**src/scba_pkg.sv**
```systemverilog
// Package for the size-class block allocator: request/command types,
// class size table and width constants. No dependencies.
`default_nettype none
package scba_pkg;

    localparam int unsigned ADDR_W  = 19;
    localparam int unsigned SIZE_W  = 32;
    localparam int unsigned CLS_W   = 6;
    localparam int unsigned FREE_W  = 17;
    localparam int unsigned LINK_AW = 17;
    localparam int unsigned TBL_N   = 64;
    localparam logic [FREE_W-1:0] FREE_MAX = {FREE_W{1'b1}};

    typedef enum logic [0:0] {
        FN_ALLOC = 1'b0,
        FN_FREE  = 1'b1
    } t_func;

    typedef enum logic [1:0] {
        ST_DONE     = 2'd0,
        ST_OVERSIZE = 2'd1,
        ST_NO_PAGES = 2'd2
    } t_status;

    typedef enum logic [1:0] {
        BK_IDLE = 2'd0,
        BK_READ = 2'd1,
        BK_POP  = 2'd2
    } t_bk_state;

    // classified request handed from front to back
    typedef struct packed {
        t_func             func;
        logic              oversize;
        logic [CLS_W-1:0]  cls;
        logic [ADDR_W-1:0] addr;
    } t_cmd;

    typedef struct packed {
        t_status           status;
        logic [ADDR_W-1:0] grant_addr;
        logic [CLS_W-1:0]  size_class;
        logic [FREE_W-1:0] class_free_blocks;
    } t_rsp;

    function automatic logic [11:0] class_bytes(input logic [CLS_W-1:0] c);
        logic [11:0] r;
        if (c < 6'd24)      r = 12'(({6'd0, c} + 12'd1) << 2);
        else if (c < 6'd41) r = 12'(12'd96 + ({6'd0, c} - 12'd23) * 12'd32);
        else                r = 12'(12'd640 + ({6'd0, c} - 12'd40) * 12'd64);
        return r;
    endfunction

endpackage
`default_nettype wire

```
**src/scba_front.sv**
```systemverilog
// Front end: accepts requests, maps size to class, queues classified commands.
// Depends on scba_pkg.
`default_nettype none
module scba_front #(
    parameter int unsigned NUM_CLASSES = 47
) (
    input  wire                  i_clk,
    input  wire                  i_rst_n,
    input  wire                  i_valid,
    output logic                 o_ready,
    input  wire [0:0]            i_func,
    input  wire [31:0]           i_size,
    input  wire [18:0]           i_addr,
    output logic                 o_cmd_valid,
    input  wire                  i_cmd_ready,
    output scba_pkg::t_cmd       o_cmd
);
    scba_pkg::t_cmd r_q [2];
    logic [1:0] r_cnt;
    logic       r_wp, r_rp;
    scba_pkg::t_cmd w_cmd;
    logic w_push, w_pop;

    // priority search over the constant class table
    always_comb begin
        w_cmd.func     = scba_pkg::t_func'(i_func);
        w_cmd.addr     = i_addr;
        w_cmd.oversize = 1'b1;
        w_cmd.cls      = '0;
        for (int i = NUM_CLASSES - 1; i >= 0; i--) begin
            if (i < scba_pkg::TBL_N &&
                {20'd0, scba_pkg::class_bytes(scba_pkg::CLS_W'(i))} >= i_size) begin
                w_cmd.oversize = 1'b0;
                w_cmd.cls      = scba_pkg::CLS_W'(i);
            end
        end
        if (w_cmd.oversize) w_cmd.cls = '0;
    end

    assign o_ready     = (r_cnt != 2'd2);
    assign o_cmd_valid = (r_cnt != 2'd0);
    assign o_cmd       = r_q[r_rp];
    assign w_push      = i_valid && o_ready;
    assign w_pop       = o_cmd_valid && i_cmd_ready;

    always_ff @(posedge i_clk) begin
        if (!i_rst_n) begin
            r_cnt <= '0;
            r_wp  <= 1'b0;
            r_rp  <= 1'b0;
        end else begin
            if (w_push) r_wp <= ~r_wp;
            if (w_pop)  r_rp <= ~r_rp;
            r_cnt <= 2'(r_cnt + {1'b0, w_push} - {1'b0, w_pop});
        end
        if (w_push) r_q[r_wp] <= w_cmd;
    end
endmodule
`default_nettype wire

```
**config.mk**
```make
export PLATFORM = sky130hd
export DESIGN_NAME = scba_front
export DESIGN_NICKNAME = d
export VERILOG_FILES = /design/src/scba_pkg.sv /design/src/scba_front.sv
export SDC_FILE = /design/constraint.sdc
export NUM_CORES = 1
export LEC_CHECK = 0
export ABC_AREA = 1
export BUFFER_PORTS_ARGS = -buffer_cell sky130_fd_sc_hd__clkbuf_2
export CAP_MARGIN = 20
export CELL_PAD_IN_SITES_DETAIL_PLACEMENT = 0
export CELL_PAD_IN_SITES_GLOBAL_PLACEMENT = 1
export CORE_AREA = 3 3 95 97
export DETAILED_ROUTE_END_ITERATION = 8
export DIE_AREA = 0 0 98 100
export PLACE_DENSITY = 0.87
export SLEW_MARGIN = 5
export SYNTH_ARGS = -nofsm -noshare
export SYNTH_HDL_FRONTEND = slang
export SYNTH_SLANG_ARGS = --single-unit
```
**constraint.sdc**
```tcl
create_clock -name i_clk -period 7.9 [get_ports i_clk]
set_clock_uncertainty 0.15 [all_clocks]
set_input_delay 1.58 -clock i_clk [delete_from_list [all_inputs] [get_ports i_clk]]
set_output_delay 1.58 -clock i_clk [all_outputs]
set_load 0.1 [all_outputs]
```
==> flow_summary.toml <==
[cts]
clk_pin_slew_worst_paths_ps = 60
clock_sinks = 59
post_cts_resized = 0
cts_max_level = 3
holdBufCountCts = 0
ctsRootBufferMaster = "clkbuf_8"
clock_path_buffers = 2
tritoncts = "done"
clk_latency_ps = 320
cts_setup_buffers = 0
cts_buffers = 9

[synthesis]
netlist_area_sq_um = 3272
synth_cell_types = 31
syn_nets = 416
synth.most_common_cell = "nand2_1"
yosys.area.top_type = "edfxtp_1"
yosys_register_bits = 59
synth_seq_area_share_pct = 52.62
synthFlopType = "edfxtp_1"
async_reset_ff_share_pct = 0
syn_avg_cell_area_sq_um = 9.139
synth_edf_count = 54
netlist.area_leader.share_pct = 49.56
synth_cells = 358
synth_commonest_cells = "nand2_1, edfxtp_1, inv_1"
ys_warn_count = 0
yosys-top-cells-area = "edfxtp_1, nand2_1, mux2_2"

[place]
pre_cts_ws_ps = 2981
portBuffers = 84
dp_hpwl_mm = 5.353
gp_congestion = 0.8720

[worst_setup_path]
cp.arrival_ps = 4620
critPathRequiredTime_ps = 7930
r2r_slack_ps = 6190
cp-end-kind = "register"
critPathMaxFanout = 23
slowest_stage = "or2_4"
crit_type = "primary input to register"
r2r_cells = 9
start_kind = "primary input"
path_buf_inv = 5
worst_path_dominant_cell_family = "simple AND/OR/NAND/NOR gates"
r2r-start = "r_cnt[0]$_SDFF_PN0_"
slowest_delay_ps = 280
cp_common_cell = "nand2_1"
r2r_end = "r_cnt[1]$_SDFF_PN0_"

[detailed_routing]
vias = 2716
via_per_inst = 4.841
met2WireLength_mm = 3.162
routedLengthMet1_mm = 3.277
drt-total-wl_mm = 7.023
wl_met3_um = 476
postRouteAntennaNets = 0
top_layer = "met4"
drt-pass1-iter-count = 6
drc_errors = 0
drt_iter0_drc = 88
routedWlPerCell_um = 12.52

[floorplanning]
dieWidth_um = 98
dieArea_sq_um = 9800
die_h_um = 100
initial_core_util_pct = 39.82
num_io_pins = 85
num_rows = 33
core_area_sq_um = 8217

[sta]
tns_ps = 0
slew_viol_final = 0
fmax_mhz = 218.0
worst_slack_ps = 3312
finalSetupViolations = 0
worst_pin_slew_ps = 658.6
fin_crit_sh_pct = 58.07
slew_headroom_pct = 55.63
rsz0062_at_grt = "false"
hold_viol = 0
whs_ps = 328.9
min_period_ps = 4588

[global_routing]
grt-ovfl-total = 0
antenna_found_initial = 0
grt_pass1_wl_mm = 12.02
gr-usage-all-layers_pct = 14.94
grt_pass1_vias = 2632
grt_max_degree = 28

[final_layout]
diodes = 0
final_layout_size_suffix_gt1_share_pct = 34.43
final_core_util_pct = 49.05
nets = 509
multi_input_area_sq_um = 1361
syn2layout_area_growth_pct = 23.17
fillers = 773
seq_area_sq_um = 1722

[hold_path]
min-delay-path-class = "register to register"
hold_depth = 1
worst_hold_startpoint = "r_rp$_SDFFE_PN0P_"

[power]
p_total_mw = 1.227
ir_worst_vdd_mv = 0.1018
p_leak_nw = 1.782
powerDensity_nw_per_um2 = 304.4

[status]
outcome = "finished clean"

[run]
maxCapViolations = 0
==> per-layer routing <==
layer / GRT usage (%) / up-vias
met1: 20.22 / 1220
li1: - / 1386
met2: 23.98 / 99
met5: 0 / -
met4: 4.792 / 0
met3: 3.336 / 11
==> worst max-delay path by stage <==
| stage | startpoint | to | slack (ps) | depth (start not counted) |
|---|---|---|---|---|
| finish | i_size[11] | r_q[0][19]$_DFFE_PP_ | 3310 | 38 |
| global route | i_size[18] | r_q[1][19]$_DFFE_PP_ | 2740 | 49 |
| CTS | i_size[11] | r_q[0][19]$_DFFE_PP_ | 3320 | 44 |
| detailed placement | i_size[11] | r_q[0][19]$_DFFE_PP_ | 2980 | 44 |
| global placement | i_size[11] | r_q[0][19]$_DFFE_PP_ | 2990 | 44 |
| floorplan | i_size[11] | r_q[0][19]$_DFFE_PP_ | 3370 | 46 |
==> cell families after synthesis <==
family | share of synthesized area [%]
simple gates | 22.03
flops | 52.62
compound gates | 9.101
buf+inv | 5.927
mux | 9.292
fa+ha+maj | 0.7647
xor+xnor | 0.2677
==> cell usage in the layout (no fill, tap or decap), drive strengths merged <==
| master | netlist | final |
|---|---|---|
| nand2 | 107 | 107 |
| clkbuf | 3 | 94 |
| edfxtp | 54 | 54 |
| inv | 43 | 43 |
| nor2 | 38 | 38 |
| o21ai | 33 | 33 |
| mux2 | 27 | 27 |
| a21oi | 13 | 13 |
| nand3 | 11 | 11 |
| dfxtp | 5 | 5 |
| nor3 | 5 | 5 |
| clkinv | 0 | 4 |
| buf | 3 | 4 |
| o211ai | 3 | 3 |
| nand4 | 3 | 3 |
| a21boi | 2 | 2 |
| ha | 2 | 2 |
| nand3b | 1 | 1 |
| or2 | 1 | 1 |
| a31oi | 1 | 1 |
| o21a | 1 | 1 |
| o2111ai | 1 | 1 |
| xnor2 | 1 | 1 |
| clkinvlp | 0 | 1 |
| bufinv | 0 | 1 |
==> worst register-to-register path, stage by stage, from the launching register on <==
cell and delay (ps):
dfxtp_1 330, inv_1 50, nand2_1 70, nand2_1 130, ha_1 310, inv_1 40
ha_1 180, xnor2_1 140, o21ai_0 160, a21oi_1 50
==> state kept, by name (all words and copies together), names as in the netlist, named ones only <==
name / count
r_rp: 1
r_q: 54
r_cnt: 2
r_wp: 1
==> area by class of cell <==
class                   instances  area share (%)
flip-flops and latches         59           42.72
multi-input cells             250           33.78
inverters                      43           4.005
clock buffers                  10           3.167
clock inverters                 6           1.397
well taps                     105           3.260
repair buffers                 88           11.67
==> power by group <==
part / internal (mW) / switching [mW] / total [mW]
Clock: 0.143 / 0.109 / 0.252
Sequential: 0.397 / 0.0201 / 0.417
Combinational: 0.107 / 0.450 / 0.557
==> stage by stage <==
stage,instance area (sq um),cells
3_3_place_gp,3819,544
4_1_cts,4030,561
2_1_floorplan,3272,358
5_1_grt,4030,561
3_5_place_dp,3846,545
6_report,4030,561
Power figures use the tool's default switching activity.
